==> config.mk <==
export PLATFORM = sky130hd
export DESIGN_NAME = netpbm_stream_parser
export DESIGN_NICKNAME = d
export VERILOG_FILES = /design/src/rtl/nsp_pkg.sv /design/src/rtl/netpbm_stream_parser.sv /design/src/rtl/nsp_front.sv /design/src/rtl/nsp_queue.sv /design/src/rtl/nsp_parser.sv
export SDC_FILE = /design/constraint.sdc
export NUM_CORES = 1
export LEC_CHECK = 0
export ABC_AREA = 1
export BUFFER_PORTS_ARGS = -buffer_cell sky130_fd_sc_hd__buf_2
export CAP_MARGIN = 20
export CELL_PAD_IN_SITES_DETAIL_PLACEMENT = 0
export CELL_PAD_IN_SITES_GLOBAL_PLACEMENT = 1
export CORE_AREA = 2 2 257 259
export CTS_CLUSTER_SIZE = 12
export DETAILED_ROUTE_END_ITERATION = 7
export DIE_AREA = 0 0 259 261
export GPL_TIMING_DRIVEN = 0
export PLACE_DENSITY = 0.6
export SLEW_MARGIN = 20
export SYNTH_ARGS = -nofsm -noshare
export SYNTH_HDL_FRONTEND = slang
export SYNTH_SLANG_ARGS = --single-unit
==> constraint.sdc <==
create_clock -name clk -period 9.4 [get_ports clk]
set_input_delay 1.88 -clock clk [delete_from_list [all_inputs] [get_ports clk]]
set_output_delay 1.88 -clock clk [all_outputs]
set_load 0.03 [all_outputs]
==> src/rtl/nsp_pkg.sv <==
// ----------------------------------------------------------------------------
// nsp_pkg: shared types and constants of the Netpbm stream parser
// Holds the item structs, the parser phase enum and the result codes.
// ----------------------------------------------------------------------------
package nsp_pkg;

  localparam int DIM_BITS_DEFAULT = 16;

  typedef struct packed {
    logic [7:0] data_byte;
    logic       end_of_file;
  } in_item_t;

  typedef struct packed {
    logic [1:0]  kind;
    logic [7:0]  sample;
    logic [15:0] image_width;
    logic [15:0] image_height;
    logic [2:0]  channels;
    logic [15:0] max_value;
    logic [2:0]  error_code;
    logic        sample_last;
    logic        run_last;
  } out_item_t;

  localparam logic [1:0] KIND_HEADER = 2'd0;
  localparam logic [1:0] KIND_SAMPLE = 2'd1;
  localparam logic [1:0] KIND_ERROR  = 2'd2;

  localparam logic [2:0] ERR_NONE     = 3'd0;
  localparam logic [2:0] ERR_MAGIC    = 3'd1;
  localparam logic [2:0] ERR_NUMBER   = 3'd2;
  localparam logic [2:0] ERR_SPACE    = 3'd3;
  localparam logic [2:0] ERR_MISSING  = 3'd4;
  localparam logic [2:0] ERR_DEPTH    = 3'd5;
  localparam logic [2:0] ERR_TRUNC    = 3'd6;

  localparam logic [1:0] FMT_NONE = 2'd0;
  localparam logic [1:0] FMT_P3   = 2'd1;
  localparam logic [1:0] FMT_P6   = 2'd2;
  localparam logic [1:0] FMT_P7   = 2'd3;

  localparam logic [2:0] KW_NONE   = 3'd0;
  localparam logic [2:0] KW_WIDTH  = 3'd1;
  localparam logic [2:0] KW_HEIGHT = 3'd2;
  localparam logic [2:0] KW_DEPTH  = 3'd3;
  localparam logic [2:0] KW_MAXVAL = 3'd4;
  localparam logic [2:0] KW_ENDHDR = 3'd5;

  typedef enum logic [3:0] {
    PH_MAGIC0, PH_MAGIC1, PH_HDR, PH_P6SEP, PH_TOKEN, PH_KEYWORD,
    PH_KNUM, PH_ENDNL, PH_DATA, PH_DONE, PH_ERROR
  } phase_t;

  // Character class computed by the front stage.
  typedef struct packed {
    logic [7:0] data_byte;
    logic       end_of_file;
    logic       is_digit;
    logic [3:0] digit;
    logic       is_blank;
    logic       is_newline;
    logic       is_hash;
  } class_item_t;

  // Keyword letter at a position; zero past the end of the keyword.
  function automatic logic [7:0] kw_char(input logic [2:0] id, input logic [3:0] pos);
    logic [7:0] c;
    c = 8'd0;
    case (id)
      KW_WIDTH: begin
        case (pos)
          4'd1: c = "I"; 4'd2: c = "D"; 4'd3: c = "T"; 4'd4: c = "H";
          default: c = 8'd0;
        endcase
      end
      KW_HEIGHT: begin
        case (pos)
          4'd1: c = "E"; 4'd2: c = "I"; 4'd3: c = "G"; 4'd4: c = "H"; 4'd5: c = "T";
          default: c = 8'd0;
        endcase
      end
      KW_DEPTH: begin
        case (pos)
          4'd1: c = "E"; 4'd2: c = "P"; 4'd3: c = "T"; 4'd4: c = "H";
          default: c = 8'd0;
        endcase
      end
      KW_MAXVAL: begin
        case (pos)
          4'd1: c = "A"; 4'd2: c = "X"; 4'd3: c = "V"; 4'd4: c = "A"; 4'd5: c = "L";
          default: c = 8'd0;
        endcase
      end
      KW_ENDHDR: begin
        case (pos)
          4'd1: c = "N"; 4'd2: c = "D"; 4'd3: c = "H"; 4'd4: c = "D"; 4'd5: c = "R";
          default: c = 8'd0;
        endcase
      end
      default: c = 8'd0;
    endcase
    return c;
  endfunction

  function automatic logic [3:0] kw_len(input logic [2:0] id);
    logic [3:0] n;
    case (id)
      KW_WIDTH, KW_DEPTH: n = 4'd5;
      KW_HEIGHT, KW_MAXVAL, KW_ENDHDR: n = 4'd6;
      default: n = 4'd0;
    endcase
    return n;
  endfunction

endpackage

==> src/rtl/netpbm_stream_parser.sv <==
// ----------------------------------------------------------------------------
// netpbm_stream_parser: Netpbm P3/P6/P7 byte stream parser
// Checks the magic, parses the header and emits the image samples.
// ----------------------------------------------------------------------------
//
//   Channel | Direction | Handshake             | Payload
//   --------+-----------+-----------------------+---------------------------
//   in      | input     | in_valid / in_stall   | in_item  (nsp_pkg::in_item_t)
//   out     | output    | out_valid / out_stall | out_item (nsp_pkg::out_item_t)
//
// A byte first passes through a classifier register, then a two-entry queue,
// then the parser, which writes its zero, one or two results into a two-slot
// output buffer. A byte that yields two results holds the parser while the
// output buffer drains, so the output port sets the pace.
// Reset is synchronous and clears the control state and the parser state.
// A stall on the output backs up through the buffer and the queue to in_stall.
module netpbm_stream_parser #(
  parameter int DIM_BITS = nsp_pkg::DIM_BITS_DEFAULT
) (
  input  logic               clk,
  input  logic               rst,
  input  logic               in_valid,
  input  nsp_pkg::in_item_t  in_item,
  output logic               in_stall,
  output logic               out_valid,
  output nsp_pkg::out_item_t out_item,
  input  logic               out_stall
);

  // Classified items between the front stage and the queue.
  logic                 f_valid;
  nsp_pkg::class_item_t f_item;
  logic                 f_stall;

  // Queue output towards the parser.
  logic                 q_valid;
  nsp_pkg::class_item_t q_item;
  logic                 q_stall;

  nsp_front u_front (
    .clk       (clk),
    .rst       (rst),
    .in_valid  (in_valid),
    .in_item   (in_item),
    .in_stall  (in_stall),
    .cls_valid (f_valid),
    .cls_item  (f_item),
    .cls_stall (f_stall)
  );

  nsp_queue u_queue (
    .clk      (clk),
    .rst      (rst),
    .wr_valid (f_valid),
    .wr_item  (f_item),
    .wr_stall (f_stall),
    .rd_valid (q_valid),
    .rd_item  (q_item),
    .rd_stall (q_stall)
  );

  nsp_parser #(
    .DIM_BITS (DIM_BITS)
  ) u_parser (
    .clk       (clk),
    .rst       (rst),
    .cls_valid (q_valid),
    .cls_item  (q_item),
    .cls_stall (q_stall),
    .out_valid (out_valid),
    .out_item  (out_item),
    .out_stall (out_stall)
  );

endmodule

==> src/rtl/nsp_front.sv <==
// ----------------------------------------------------------------------------
// nsp_front: byte classifier
// Accepts input bytes into a register stage and tags each with its class.
// ----------------------------------------------------------------------------
module nsp_front (
  input  logic                  clk,
  input  logic                  rst,
  input  logic                  in_valid,
  input  nsp_pkg::in_item_t     in_item,
  output logic                  in_stall,
  output logic                  cls_valid,
  output nsp_pkg::class_item_t  cls_item,
  input  logic                  cls_stall
);

  nsp_pkg::class_item_t cls_next;
  logic [7:0]           b;

  assign in_stall = cls_valid && cls_stall;
  assign b        = in_item.data_byte;

  always_comb begin
    cls_next.data_byte   = b;
    cls_next.end_of_file = in_item.end_of_file;
    cls_next.is_digit    = (b >= "0") && (b <= "9");
    cls_next.digit       = 4'(b - "0");
    cls_next.is_blank    = (b == " ") || (b == 8'h09) || (b == 8'h0d) || (b == 8'h0a);
    cls_next.is_newline  = (b == 8'h0a);
    cls_next.is_hash     = (b == "#");
  end

  always_ff @(posedge clk) begin
    if (rst) begin
      cls_valid <= 1'b0;
    end else if (!in_stall) begin
      cls_valid <= in_valid;
    end
  end

  always_ff @(posedge clk) begin
    if (!in_stall && in_valid) begin
      cls_item <= cls_next;
    end
  end

endmodule

==> src/rtl/nsp_queue.sv <==
// ----------------------------------------------------------------------------
// nsp_queue: two-entry queue between the classifier and the parser
// Full-rate, decouples the stall of each side.
// ----------------------------------------------------------------------------
module nsp_queue (
  input  logic                  clk,
  input  logic                  rst,
  input  logic                  wr_valid,
  input  nsp_pkg::class_item_t  wr_item,
  output logic                  wr_stall,
  output logic                  rd_valid,
  output nsp_pkg::class_item_t  rd_item,
  input  logic                  rd_stall
);

  nsp_pkg::class_item_t mem [2];
  logic                 wr_ptr;
  logic                 rd_ptr;
  logic [1:0]           count;
  logic                 push;
  logic                 pop;

  assign wr_stall = (count == 2'd2);
  assign rd_valid = (count != 2'd0);
  assign rd_item  = mem[rd_ptr];
  assign push     = wr_valid && !wr_stall;
  assign pop      = rd_valid && !rd_stall;

  always_ff @(posedge clk) begin
    if (rst) begin
      wr_ptr <= 1'b0;
      rd_ptr <= 1'b0;
      count  <= 2'd0;
    end else begin
      if (push) wr_ptr <= ~wr_ptr;
      if (pop) rd_ptr <= ~rd_ptr;
      count <= count + 2'(push) - 2'(pop);
    end
  end

  always_ff @(posedge clk) begin
    if (push) begin
      mem[wr_ptr] <= wr_item;
    end
  end

endmodule

==> src/rtl/nsp_parser.sv <==
// ----------------------------------------------------------------------------
// nsp_parser: header and sample parser
// Carries out one classified byte per cycle while its output buffer has room,
// and produces up to two results, which leave through a two-slot output buffer.
// ----------------------------------------------------------------------------
module nsp_parser #(
  parameter int DIM_BITS = nsp_pkg::DIM_BITS_DEFAULT
) (
  input  logic                  clk,
  input  logic                  rst,
  input  logic                  cls_valid,
  input  nsp_pkg::class_item_t  cls_item,
  output logic                  cls_stall,
  output logic                  out_valid,
  output nsp_pkg::out_item_t    out_item,
  input  logic                  out_stall
);

  localparam int ACC_BITS = DIM_BITS + 1;
  localparam logic [ACC_BITS-1:0] DIM_MAX = {1'b0, {DIM_BITS{1'b1}}};

  // Parser state.
  nsp_pkg::phase_t       phase, phase_next;
  logic [1:0]            format, format_next;
  logic [ACC_BITS-1:0]   number_accum, number_accum_next;
  logic                  in_number, in_number_next;
  logic                  in_comment, in_comment_next;
  logic                  skipping_line, skipping_line_next;
  logic [2:0]            keyword_id, keyword_id_next;
  logic [3:0]            keyword_pos, keyword_pos_next;
  logic [DIM_BITS-1:0]   width_reg, width_reg_next;
  logic [DIM_BITS-1:0]   height_reg, height_reg_next;
  logic [2:0]            depth_reg, depth_reg_next;
  logic [DIM_BITS-1:0]   maxval_reg, maxval_reg_next;
  logic [3:0]            fields_seen, fields_seen_next;
  logic [DIM_BITS-1:0]   column_count, column_count_next;
  logic [DIM_BITS-1:0]   row_count, row_count_next;
  logic [2:0]            channel_count, channel_count_next;

  // Output buffer: two slots read in order.
  nsp_pkg::out_item_t    obuf [2];
  logic [1:0]            ocnt;
  logic                  ord;

  nsp_pkg::out_item_t    res [2];
  logic [1:0]            nres;
  logic                  take;

  assign cls_stall = (ocnt != 2'd0) && !(ocnt == 2'd1 && !out_stall);
  assign take      = cls_valid && !cls_stall;
  assign out_valid = (ocnt != 2'd0);
  assign out_item  = obuf[ord];

  // Multiply by ten as shifts and adds, then add the digit.
  function automatic logic [ACC_BITS+3:0] times_ten_add(input logic [ACC_BITS-1:0] a,
                                                         input logic [3:0] d);
    logic [ACC_BITS+3:0] w;
    w = {a, 3'b000} + {2'b00, a, 1'b0};
    w = {1'b0, w[ACC_BITS+2:0]} + (ACC_BITS+4)'(d);
    return w;
  endfunction

  always_comb begin : parse
    logic [7:0]          b;
    logic                eof;
    logic                redo;
    logic                finished;
    logic                bad;
    logic [ACC_BITS+3:0] prod;
    logic [ACC_BITS-1:0] v;
    logic [2:0]          ch;
    logic                slast;
    logic [2:0]          kid;
    logic                number_phase;
    logic                ended;

    phase_next         = phase;
    format_next        = format;
    number_accum_next  = number_accum;
    in_number_next     = in_number;
    in_comment_next    = in_comment;
    skipping_line_next = skipping_line;
    keyword_id_next    = keyword_id;
    keyword_pos_next   = keyword_pos;
    width_reg_next     = width_reg;
    height_reg_next    = height_reg;
    depth_reg_next     = depth_reg;
    maxval_reg_next    = maxval_reg;
    fields_seen_next   = fields_seen;
    column_count_next  = column_count;
    row_count_next     = row_count;
    channel_count_next = channel_count;
    nres               = 2'd0;
    res[0]             = '0;
    res[1]             = '0;

    b        = cls_item.data_byte;
    eof      = cls_item.end_of_file;
    redo     = 1'b0;
    finished = 1'b0;
    bad      = 1'b0;
    prod     = '0;
    v        = '0;
    ch       = 3'd0;
    slast    = 1'b0;
    kid      = 3'd0;
    ended    = 1'b0;

    // First pass over the byte. A number ended by this byte completes here;
    // the byte is then looked at again in the phase that follows.
    case (phase)
      nsp_pkg::PH_MAGIC0: begin
        if (b == "P") phase_next = nsp_pkg::PH_MAGIC1;
        else bad = 1'b1;
        if (bad) begin
          res[0] = '{kind: nsp_pkg::KIND_ERROR, error_code: nsp_pkg::ERR_MAGIC, default: '0};
          nres = 2'd1;
          phase_next = nsp_pkg::PH_ERROR;
        end
      end
      nsp_pkg::PH_MAGIC1: begin
        if (b == "3") begin
          format_next = nsp_pkg::FMT_P3; depth_reg_next = 3'd3; phase_next = nsp_pkg::PH_HDR;
        end else if (b == "6") begin
          format_next = nsp_pkg::FMT_P6; depth_reg_next = 3'd3; phase_next = nsp_pkg::PH_HDR;
        end else if (b == "7") begin
          format_next = nsp_pkg::FMT_P7; phase_next = nsp_pkg::PH_TOKEN;
        end else begin
          res[0] = '{kind: nsp_pkg::KIND_ERROR, error_code: nsp_pkg::ERR_MAGIC, default: '0};
          nres = 2'd1;
          phase_next = nsp_pkg::PH_ERROR;
        end
      end
      nsp_pkg::PH_P6SEP: begin
        if (cls_item.is_blank) begin
          ended = 1'b1;
        end else begin
          res[0] = '{kind: nsp_pkg::KIND_ERROR, error_code: nsp_pkg::ERR_SPACE, default: '0};
          nres = 2'd1;
          phase_next = nsp_pkg::PH_ERROR;
        end
      end
      nsp_pkg::PH_ENDNL: begin
        if (cls_item.is_newline) begin
          ended = 1'b1;
        end else begin
          res[0] = '{kind: nsp_pkg::KIND_ERROR, error_code: nsp_pkg::ERR_SPACE, default: '0};
          nres = 2'd1;
          phase_next = nsp_pkg::PH_ERROR;
        end
      end
      nsp_pkg::PH_KEYWORD: begin
        if (keyword_id > nsp_pkg::KW_ENDHDR || keyword_pos > 4'd5) begin
          keyword_id_next = nsp_pkg::KW_NONE;
          phase_next = nsp_pkg::PH_TOKEN;
        end else if (b == nsp_pkg::kw_char(keyword_id, keyword_pos)) begin
          keyword_pos_next = keyword_pos + 4'd1;
          if (keyword_pos + 4'd1 >= nsp_pkg::kw_len(keyword_id)) begin
            if (keyword_id == nsp_pkg::KW_ENDHDR) begin
              keyword_id_next = nsp_pkg::KW_NONE;
              if (fields_seen != 4'hf) begin
                res[0] = '{kind: nsp_pkg::KIND_ERROR, error_code: nsp_pkg::ERR_MISSING,
                           default: '0};
                nres = 2'd1;
                phase_next = nsp_pkg::PH_ERROR;
              end else if (depth_reg != 3'd3 && depth_reg != 3'd4) begin
                res[0] = '{kind: nsp_pkg::KIND_ERROR, error_code: nsp_pkg::ERR_DEPTH,
                           default: '0};
                nres = 2'd1;
                phase_next = nsp_pkg::PH_ERROR;
              end else begin
                phase_next = nsp_pkg::PH_ENDNL;
              end
            end else begin
              in_number_next  = 1'b0;
              in_comment_next = 1'b0;
              phase_next      = nsp_pkg::PH_KNUM;
            end
          end
        end else begin
          keyword_id_next = nsp_pkg::KW_NONE;
          phase_next = nsp_pkg::PH_TOKEN;
          if (!cls_item.is_newline) skipping_line_next = 1'b1;
        end
      end
      nsp_pkg::PH_HDR, nsp_pkg::PH_KNUM, nsp_pkg::PH_DATA: begin
        if (phase == nsp_pkg::PH_DATA && format != nsp_pkg::FMT_P3) begin
          v = ACC_BITS'(b);
          finished = 1'b1;
        end else if (in_number) begin
          if (cls_item.is_digit) begin
            prod = times_ten_add(number_accum, cls_item.digit);
            if (phase == nsp_pkg::PH_DATA) begin
              number_accum_next = ACC_BITS'(prod[7:0]);
            end else if (prod > (ACC_BITS+4)'(DIM_MAX)) begin
              bad = 1'b1;
            end else begin
              number_accum_next = prod[ACC_BITS-1:0];
            end
          end else begin
            in_number_next = 1'b0;
            v = number_accum;
            finished = 1'b1;
            redo = 1'b1;
          end
        end else if (in_comment) begin
          if (cls_item.is_newline) in_comment_next = 1'b0;
        end else if (cls_item.is_digit) begin
          in_number_next = 1'b1;
          number_accum_next = ACC_BITS'(cls_item.digit);
        end else if (cls_item.is_hash) begin
          in_comment_next = 1'b1;
        end else if (!cls_item.is_blank) begin
          bad = 1'b1;
        end
        if (bad) begin
          res[0] = '{kind: nsp_pkg::KIND_ERROR, error_code: nsp_pkg::ERR_NUMBER, default: '0};
          nres = 2'd1;
          phase_next = nsp_pkg::PH_ERROR;
        end
      end
      default: begin
      end
    endcase

    // Token phase is handled after the first pass so that a keyword number
    // ended by this byte can start the next token with the same byte.
    // Header numbers and samples are completed here.
    if (finished) begin
      if (phase == nsp_pkg::PH_HDR) begin
        if (fields_seen == 4'd0) width_reg_next = v[DIM_BITS-1:0];
        else if (fields_seen == 4'd1) height_reg_next = v[DIM_BITS-1:0];
        else maxval_reg_next = v[DIM_BITS-1:0];
        fields_seen_next = fields_seen + 4'd1;
        if (fields_seen + 4'd1 >= 4'd3) begin
          if (format == nsp_pkg::FMT_P6) phase_next = nsp_pkg::PH_P6SEP;
          else ended = 1'b1;
        end
      end else if (phase == nsp_pkg::PH_KNUM) begin
        kid = keyword_id;
        if (kid == nsp_pkg::KW_WIDTH) width_reg_next = v[DIM_BITS-1:0];
        else if (kid == nsp_pkg::KW_HEIGHT) height_reg_next = v[DIM_BITS-1:0];
        else if (kid == nsp_pkg::KW_DEPTH) depth_reg_next = (v > ACC_BITS'(7)) ? 3'd7 : v[2:0];
        else maxval_reg_next = v[DIM_BITS-1:0];
        fields_seen_next = fields_seen | (4'd1 << 2'(kid - 3'd1));
        keyword_id_next = nsp_pkg::KW_NONE;
        phase_next = nsp_pkg::PH_TOKEN;
      end else begin
        // Pixel sample.
        ch = (format == nsp_pkg::FMT_P7) ? depth_reg : 3'd3;
        slast = (channel_count + 3'd1 == ch) && (column_count + 1'b1 == width_reg) &&
                (row_count + 1'b1 == height_reg);
        res[0] = '{kind: nsp_pkg::KIND_SAMPLE, sample: v[7:0], sample_last: slast,
                   default: '0};
        nres = 2'd1;
        if (channel_count + 3'd1 >= ch) begin
          channel_count_next = 3'd0;
          if (column_count + 1'b1 >= width_reg) begin
            column_count_next = '0;
            row_count_next = row_count + 1'b1;
          end else begin
            column_count_next = column_count + 1'b1;
          end
        end else begin
          channel_count_next = channel_count + 3'd1;
        end
        if (slast) begin
          phase_next = nsp_pkg::PH_DONE;
          redo = 1'b0;
        end
      end
    end

    if (ended) begin
      res[nres[0]] = '{kind: nsp_pkg::KIND_HEADER, default: '0};
      nres = nres + 2'd1;
      column_count_next  = '0;
      row_count_next     = '0;
      channel_count_next = 3'd0;
      if (width_reg_next == '0 || height_reg_next == '0) phase_next = nsp_pkg::PH_DONE;
      else phase_next = nsp_pkg::PH_DATA;
    end

    // Re-examination of a byte that ended a number. In the data phase a
    // sample ended by a non-digit is looked at again for blanks, comments
    // or the start of the next number.
    if (redo && phase_next == nsp_pkg::PH_DATA) begin
      if (cls_item.is_digit) begin
        in_number_next = 1'b1;
        number_accum_next = ACC_BITS'(cls_item.digit);
      end else if (cls_item.is_hash) begin
        in_comment_next = 1'b1;
      end else if (!cls_item.is_blank) begin
        res[nres[0]] = '{kind: nsp_pkg::KIND_ERROR, error_code: nsp_pkg::ERR_NUMBER,
                         default: '0};
        nres = nres + 2'd1;
        phase_next = nsp_pkg::PH_ERROR;
      end
    end else if (redo && phase_next == nsp_pkg::PH_P6SEP) begin
      if (cls_item.is_blank) begin
        res[nres[0]] = '{kind: nsp_pkg::KIND_HEADER, default: '0};
        nres = nres + 2'd1;
        column_count_next  = '0;
        row_count_next     = '0;
        channel_count_next = 3'd0;
        if (width_reg_next == '0 || height_reg_next == '0) phase_next = nsp_pkg::PH_DONE;
        else phase_next = nsp_pkg::PH_DATA;
      end else begin
        res[nres[0]] = '{kind: nsp_pkg::KIND_ERROR, error_code: nsp_pkg::ERR_SPACE,
                         default: '0};
        nres = nres + 2'd1;
        phase_next = nsp_pkg::PH_ERROR;
      end
    end else if (redo && phase_next == nsp_pkg::PH_HDR) begin
      if (cls_item.is_digit) begin
        in_number_next = 1'b1;
        number_accum_next = ACC_BITS'(cls_item.digit);
      end else if (cls_item.is_hash) begin
        in_comment_next = 1'b1;
      end else if (!cls_item.is_blank) begin
        res[nres[0]] = '{kind: nsp_pkg::KIND_ERROR, error_code: nsp_pkg::ERR_NUMBER,
                         default: '0};
        nres = nres + 2'd1;
        phase_next = nsp_pkg::PH_ERROR;
      end
    end

    // Token phase, reached directly or after a keyword number ended.
    number_phase = (phase == nsp_pkg::PH_TOKEN) || (redo && phase_next == nsp_pkg::PH_TOKEN);
    if (number_phase) begin
      if (skipping_line_next) begin
        if (cls_item.is_newline) skipping_line_next = 1'b0;
      end else if (in_comment_next) begin
        if (cls_item.is_newline) in_comment_next = 1'b0;
      end else if (cls_item.is_blank) begin
      end else if (cls_item.is_hash) begin
        in_comment_next = 1'b1;
      end else begin
        keyword_pos_next = 4'd1;
        phase_next = nsp_pkg::PH_KEYWORD;
        case (b)
          "W": keyword_id_next = nsp_pkg::KW_WIDTH;
          "H": keyword_id_next = nsp_pkg::KW_HEIGHT;
          "D": keyword_id_next = nsp_pkg::KW_DEPTH;
          "M": keyword_id_next = nsp_pkg::KW_MAXVAL;
          "E": keyword_id_next = nsp_pkg::KW_ENDHDR;
          default: begin
            skipping_line_next = 1'b1;
            keyword_pos_next = keyword_pos;
            phase_next = nsp_pkg::PH_TOKEN;
          end
        endcase
      end
    end

    // End of file: finish a pending number, then flag truncation.
    if (eof) begin
      if (in_number_next && (phase_next == nsp_pkg::PH_HDR || phase_next == nsp_pkg::PH_KNUM ||
                             phase_next == nsp_pkg::PH_DATA)) begin
        v = number_accum_next;
        if (phase_next == nsp_pkg::PH_HDR) begin
          if (fields_seen_next == 4'd0) width_reg_next = v[DIM_BITS-1:0];
          else if (fields_seen_next == 4'd1) height_reg_next = v[DIM_BITS-1:0];
          else maxval_reg_next = v[DIM_BITS-1:0];
          if (fields_seen_next + 4'd1 >= 4'd3) begin
            if (format_next == nsp_pkg::FMT_P6) begin
              phase_next = nsp_pkg::PH_P6SEP;
            end else begin
              res[nres[0]] = '{kind: nsp_pkg::KIND_HEADER, default: '0};
              nres = nres + 2'd1;
              if (width_reg_next == '0 || height_reg_next == '0) phase_next = nsp_pkg::PH_DONE;
              else phase_next = nsp_pkg::PH_DATA;
            end
          end
        end else if (phase_next == nsp_pkg::PH_KNUM) begin
          // The field is still stored so that the error result shows it.
          if (keyword_id_next == nsp_pkg::KW_WIDTH) width_reg_next = v[DIM_BITS-1:0];
          else if (keyword_id_next == nsp_pkg::KW_HEIGHT) height_reg_next = v[DIM_BITS-1:0];
          else if (keyword_id_next == nsp_pkg::KW_DEPTH)
            depth_reg_next = (v > ACC_BITS'(7)) ? 3'd7 : v[2:0];
          else maxval_reg_next = v[DIM_BITS-1:0];
          phase_next = nsp_pkg::PH_TOKEN;
        end else begin
          ch = (format_next == nsp_pkg::FMT_P7) ? depth_reg_next : 3'd3;
          slast = (channel_count_next + 3'd1 == ch) &&
                  (column_count_next + 1'b1 == width_reg_next) &&
                  (row_count_next + 1'b1 == height_reg_next);
          res[nres[0]] = '{kind: nsp_pkg::KIND_SAMPLE, sample: v[7:0], sample_last: slast,
                           default: '0};
          nres = nres + 2'd1;
          if (slast) phase_next = nsp_pkg::PH_DONE;
        end
      end
      if (phase_next != nsp_pkg::PH_DONE && phase_next != nsp_pkg::PH_ERROR) begin
        res[nres[0]] = '{kind: nsp_pkg::KIND_ERROR, error_code: nsp_pkg::ERR_TRUNC,
                         default: '0};
        nres = nres + 2'd1;
      end
    end

    // Fill in the register view, which reflects state at the time of each result.
    // The view is the state after this byte; fields set by the same byte before a
    // result are the same ones the result sees.
    for (int i = 0; i < 2; i++) begin
      res[i].image_width  = 16'(width_reg_next);
      res[i].image_height = 16'(height_reg_next);
      res[i].channels     = (format_next == nsp_pkg::FMT_P7) ? depth_reg_next :
                            ((format_next == nsp_pkg::FMT_NONE) ? 3'd0 : 3'd3);
      res[i].max_value    = 16'(maxval_reg_next);
      res[i].run_last     = (2'(i) + 2'd1 == nres);
    end

    if (eof) begin
      phase_next         = nsp_pkg::PH_MAGIC0;
      format_next        = nsp_pkg::FMT_NONE;
      number_accum_next  = '0;
      in_number_next     = 1'b0;
      in_comment_next    = 1'b0;
      skipping_line_next = 1'b0;
      keyword_id_next    = nsp_pkg::KW_NONE;
      keyword_pos_next   = 4'd0;
      width_reg_next     = '0;
      height_reg_next    = '0;
      depth_reg_next     = 3'd0;
      maxval_reg_next    = '0;
      fields_seen_next   = 4'd0;
      column_count_next  = '0;
      row_count_next     = '0;
      channel_count_next = 3'd0;
    end
  end

  always_ff @(posedge clk) begin
    if (rst) begin
      phase         <= nsp_pkg::PH_MAGIC0;
      format        <= nsp_pkg::FMT_NONE;
      number_accum  <= '0;
      in_number     <= 1'b0;
      in_comment    <= 1'b0;
      skipping_line <= 1'b0;
      keyword_id    <= nsp_pkg::KW_NONE;
      keyword_pos   <= 4'd0;
      width_reg     <= '0;
      height_reg    <= '0;
      depth_reg     <= 3'd0;
      maxval_reg    <= '0;
      fields_seen   <= 4'd0;
      column_count  <= '0;
      row_count     <= '0;
      channel_count <= 3'd0;
    end else if (take) begin
      phase         <= phase_next;
      format        <= format_next;
      number_accum  <= number_accum_next;
      in_number     <= in_number_next;
      in_comment    <= in_comment_next;
      skipping_line <= skipping_line_next;
      keyword_id    <= keyword_id_next;
      keyword_pos   <= keyword_pos_next;
      width_reg     <= width_reg_next;
      height_reg    <= height_reg_next;
      depth_reg     <= depth_reg_next;
      maxval_reg    <= maxval_reg_next;
      fields_seen   <= fields_seen_next;
      column_count  <= column_count_next;
      row_count     <= row_count_next;
      channel_count <= channel_count_next;
    end
  end

  // Output buffer control: a new byte is taken only when at most the last
  // buffered result is leaving, so both slots are free for its results.
  always_ff @(posedge clk) begin
    if (rst) begin
      ocnt <= 2'd0;
      ord  <= 1'b0;
    end else if (take) begin
      ocnt <= nres;
      ord  <= 1'b0;
    end else if (out_valid && !out_stall) begin
      ocnt <= ocnt - 2'd1;
      ord  <= ~ord;
    end
  end

  always_ff @(posedge clk) begin
    if (take) begin
      obuf[0] <= res[0];
      obuf[1] <= res[1];
    end
  end

endmodule
Word-level counts from Yosys, hierarchy flattened
Memories as Yosys holds them, arrays and structs flattened. A register that Yosys moved wholly into a read port is not among the register bits.
Cells that the tools add are included.
W data, S select, Z words.
{ "word_totals": {"reg_bits": 148, "elab_cells": 589, "output_inout_bits": 68, "ram_bits": 166, "mem_count": 2} }
{ "op_classes": {"mux": 371, "shift": 1, "bitwise": 23, "reduce_logical": 57, "order_cmp": 20, "eq_ne": 66, "add_sub_neg": 20} }
{ "memory_table": {"columns": ["memory", "depth", "width", "read_ports", "rd_clocked_by_memory_dff", "wr", "line_no", "text"], "rows": [
  ["u_parser.obuf", 2, 66, 1, 1, 2, "nsp_parser.sv:41", "nsp_pkg::out_item_t obuf [2];"],
  ["u_queue.mem", 2, 17, 1, 1, 1, "nsp_queue.sv:16", "nsp_pkg::class_item_t mem [2];"]
]} }
{ "op_table": {"columns": ["op", "count"], "rows": [
  ["$mux W132", 16],
  ["$mux W66", 20],
  ["$mux W16", 72],
  ["$and A132 B132 Y132", 3],
  ["$not A132 Y132", 3],
  ["$pmux W66 S6", 1],
  ["$mux W17", 17],
  ["$demux W66 S1", 4],
  ["$and A126 B126 Y126", 2],
  ["$not A126 Y126", 2],
  ["$mux W4", 57],
  ["$mux W3", 45],
  ["$bwmux W132", 1],
  ["$and A128 B128 Y128", 1],
  ["$not A128 Y128", 1],
  ["$pmux W7 S4", 4],
  ["$mux W1", 89],
  ["$mux W2", 34],
  ["$add A16 B1 Y16 const B", 4],
  ["$eq A16 B16 Y1", 4],
  ["$logic_not A16 Y1", 4],
  ["$eq A8 B7 Y1 const B", 6],
  ["$eq A8 B6 Y1 const B", 5],
  ["$pmux W8 S5", 1],
  ["other kinds (62)", 162]
]} }

Longest topological paths before layout
{ "depth": {"ltp_word": 50, "ltp_mapped": 45} }

By module
Synthesis repeated with hierarchy kept, for this count alone.
{ "hier_totals": {"cells_unflattened": 3117, "hier_area_um2": 21025.2} }
{ "modules_own_cells": {"columns": ["module", "cells_per_inst", "n_inst", "area_each_um2", "seq_area_each_um2"], "rows": [
  ["nsp_parser", 2971, 1, 18880.6, 4944.7],
  ["nsp_queue", 92, 1, 1532.7, 1121.1],
  ["nsp_front", 54, 1, 611.8, 410.4]
]} }

Worst setup path after synthesis
Ideal clock, no wire load.
{ "synth_path": {"kind": "input to register", "start": "input port out_stall", "end": "register u_parser.channel_count[0]", "cell_stages": 9, "setup_time_ns": 0.075, "path_buffers": 2, "path_slack_ns": 1.826, "t_required_ns": 9.325, "t_arrival_ns": 7.499, "path_cell_list": "inv_1 nand2_1 a22oi_1 inv_1 nor2_1 nand2_1 clkbuf_1 clkbuf_1 o22ai_1"} }
{ "synth_via": {"elab_chain_cells": 6} }
{ "synth_lines": {"columns": ["item", "line_no", "text"], "rows": [
  ["start: declaration", "netpbm_stream_parser.sv:27", "input logic out_stall"],
  ["$logic_not A1 Y1", "nsp_parser.sv:49", "assign cls_stall = (ocnt != 2'd0) && !(ocnt == 2'd1 && !out_stall);"],
  ["$logic_and A1 B1 Y1", "nsp_parser.sv:49", null],
  ["$logic_not A1 Y1", "nsp_parser.sv:49", null],
  ["$logic_and A1 B1 Y1", "nsp_parser.sv:49", null],
  ["$logic_not A1 Y1", "nsp_parser.sv:50", "assign take = cls_valid && !cls_stall;"],
  ["$logic_and A1 B1 Y1", "nsp_parser.sv:50", null],
  ["named net u_parser.take", "nsp_parser.sv:47", "logic take;"],
  ["end signal: assignment", "nsp_parser.sv:467", "channel_count <= channel_count_next;"],
  ["end: declaration", "nsp_parser.sv:38", "logic [2:0] channel_count, channel_count_next;"]
]} }
The timed path passes the listed nets, and every way through them passes these cells.
A chain may end at the register's enable or synchronous reset.

==> metrics.txt <==
RSZ-0062 raised after global routing=false; pin count of the biggest net entering global routing=16; CTS tree=done; DRC viols=0; crit path time final=7708 ps; Layout Skew=between 30 and 40 ps; Worst-Margin Slew=between 1000 and 1500 ps; H-Tree Depth=2; DR pass1 iterations=6; Tot GR Track Use=26.04%; Die Area=roughly 68,000 µm²; met3 routed WL=between 6000 and 7000 µm; relative slew slack=16.77%; peak supply drop=between 100 and 150 µV; Synth area leaders=edfxtp_1, nand2_1, dfxtp_1; Synth area leader=edfxtp_1; Num CTS Buffers=35; per-cell routed wire length=about 22 µm; vias in the first global route=19,930; total core area=roughly 65,000 µm²; clock-pin slew on the worst setup and hold paths=around 60 ps; fmax=~0.13 GHz; Via density=5.218; ratio of cells with drive above 1 in the final layout=a little under an eighth; Synth Register Bits=about 250; WL met1=between 30,000 and 40,000 µm; list of most frequent post-synthesis cells=nand2_1, inv_1, nor2_1; CP peak stage delay=about 470 ps; Post-synth EDFFs=roughly 120; uppermost routed layer=met5; post-synthesis sequential area ratio=between 30% and 40%; WL met2=~39,000 µm; WS Path Type=reg2reg; synthesis-to-layout area growth=13.54%; CP arrival=8080 ps; Syn Inst Count=roughly 3,000; via count=around 21,000; Clk Latency, worst-skew pair=~560 ps; Post-Syn Nets=around 3,100; most frequent cell after synthesis=nand2_1; fraction of registers with async set/reset=0%; final hold vios=0; worst hold path class=reg2reg; Site Rows=94; area share of the largest cell type after synthesis=17.90%; Post-Route WL=just under 90,000 µm; final setup fails=0; pre-CTS setup slack=between 2000 and 2500 ps; Port Buffers=slightly below 80; ys flop type=dfxtp_1; CP Max Fanout=10; Post-Syn Area=about 20,000 µm²; CP max-delay cell=nor3_1; Worst Hold Slack=around 440 ps; Die Ht=~260 µm; max-slew violations=0; Regs by FF count=u_parser.obuf (80), u_queue.mem (26), u_parser.number_accum (17); Post-DP HPWL=72,400 µm; CTS Root Buffer Type=clkbuf_16; cts hold-fix bufs=0; postcts setup bufs=0; status=finished, final reports clean; Final period util=approximately 82%; Pwr Density=~220 nW/µm²; Critical Path RT=~9800 ps; setup ws final=~1700 ps; post-route ant nets=0; Nets=about 3,200; count of cell types in the netlist=between 60 and 70; leakage=0.009758 µW; syn_area_per_cell=between 6 and 7 µm²; Starting Density=a little under a third; Yosys Warn Count=0; largest reg by FF count=u_parser.obuf; CP startpoint kind=flop; Max Cap Viol=0; I/O pin cnt=between 80 and 90; global-route wire length before repair=between 100,000 and 150,000 µm; Max clock buf depth=3; # resized after CTS=0; max reg flops=80; Die W=roughly 260 µm; grt ovf=0; CTS Sinks=252; DR iter-0 viols=about 2,000; Crit. End Element=flop; CP dominant cell by count=nand2_1; antenna violations before repair=4; Placer Congestion=0.9446
routing by layer:
metal / GRT usage [%] / vias to the layer above
met5: 0 / -
met4: 8.815 / 4
met3: 6.252 / 139
met2: 41.23 / 747
met1: 34.70 / 9915
li1: - / 10270
worst max-delay path, delay by kind of cell (launching register included):
family | cells | cell delay (ps)
buffers and inverters | 4 | 520
and+or+nand+nor | 27 | 4980
AOI/OAI and AO/OA | 2 | 440
adders and majority gates | 2 | 560
xor gates and xnor gates | 2 | 570
DFF | 1 | 410
worst paths after layout:
path | from | end | slack, ps | depth (start not counted)
worst min-delay path | u_front.cls_item[7]$_DFFE_PP_ | u_queue.mem[0][7]$_DFFE_PP_ | 440 | 0
worst max-delay path | u_parser.column_count[0]$_SDFFE_PP0P_ | u_parser.obuf[0][63]$_DFFE_PP_ | 1690 | 37
worst max register to register | u_parser.column_count[0]$_SDFFE_PP0P_ | u_parser.obuf[0][63]$_DFFE_PP_ | 1690 | 37
worst min register to register | u_front.cls_item[7]$_DFFE_PP_ | u_queue.mem[0][7]$_DFFE_PP_ | 440 | 0
power by group:
| group | switching, µW | internal, µW |
|---|---|---|
| Clock | 549 | 768 |
| Combinational | 1630 | 586 |
| Sequential | 61.0 | 1380 |
logic make-up after synthesis:
| family | count (synthesis) | synth area share [%] |
|---|---|---|
| buf+inv | 551 | 11.86 |
| mux | 17 | 0.9339 |
| fa+ha+maj | 65 | 4.149 |
| simple gates | 1542 | 33.79 |
| xor+xnor | 64 | 2.877 |
| flops | 252 | 31.24 |
| compound gates | 532 | 15.15 |
stage by stage:
| stage | area [µm²] | total power, µW | utilization [%] | instances | setup TNS (ps) |
|---|---|---|---|---|---|
| finish | 22670 | 4976 | 34.85 | 4039 | 0 |
| global route | 22660 | 5241 | 34.84 | 4037 | 0 |
| CTS | 22650 | 4989 | 34.83 | 4036 | 0 |
| detailed placement | 21550 | 3658 | 33.13 | 3975 | 0 |
| global placement | 21440 | 3646 | 32.96 | 3966 | -275820 |
| floorplan | 19960 | 2891 | - | 3023 | 0 |
final cells by class:
cell class / count / area, µm²
fill: 7096 / 42370
clock inverter: 23 / 216.5
multi-input combinational: 2220 / 11370
sequential: 252 / 6236
clock buffer: 38 / 887.1
tap: 864 / 1081
timing repair buffer: 88 / 493.0
antenna: 3 / 7.507
inverter: 418 / 1579
buffer: 133 / 792.0
cell usage in the layout (no fill, tap or decap), types with 84 or more instances in the layout:
cell type | Yosys | final
o21ai_0 | 173 | 171
a21oi_1 | 91 | 91
edfxtp_1 | 119 | 119
inv_1 | 384 | 384
nor2_1 | 264 | 262
buf_2 | 16 | 95
nand2_1 | 846 | 846
o21ai_1 | 82 | 84
nand3_1 | 229 | 229
dfxtp_1 | 133 | 133
o22ai_1 | 122 | 122
(Power assumes the default switching activity.)
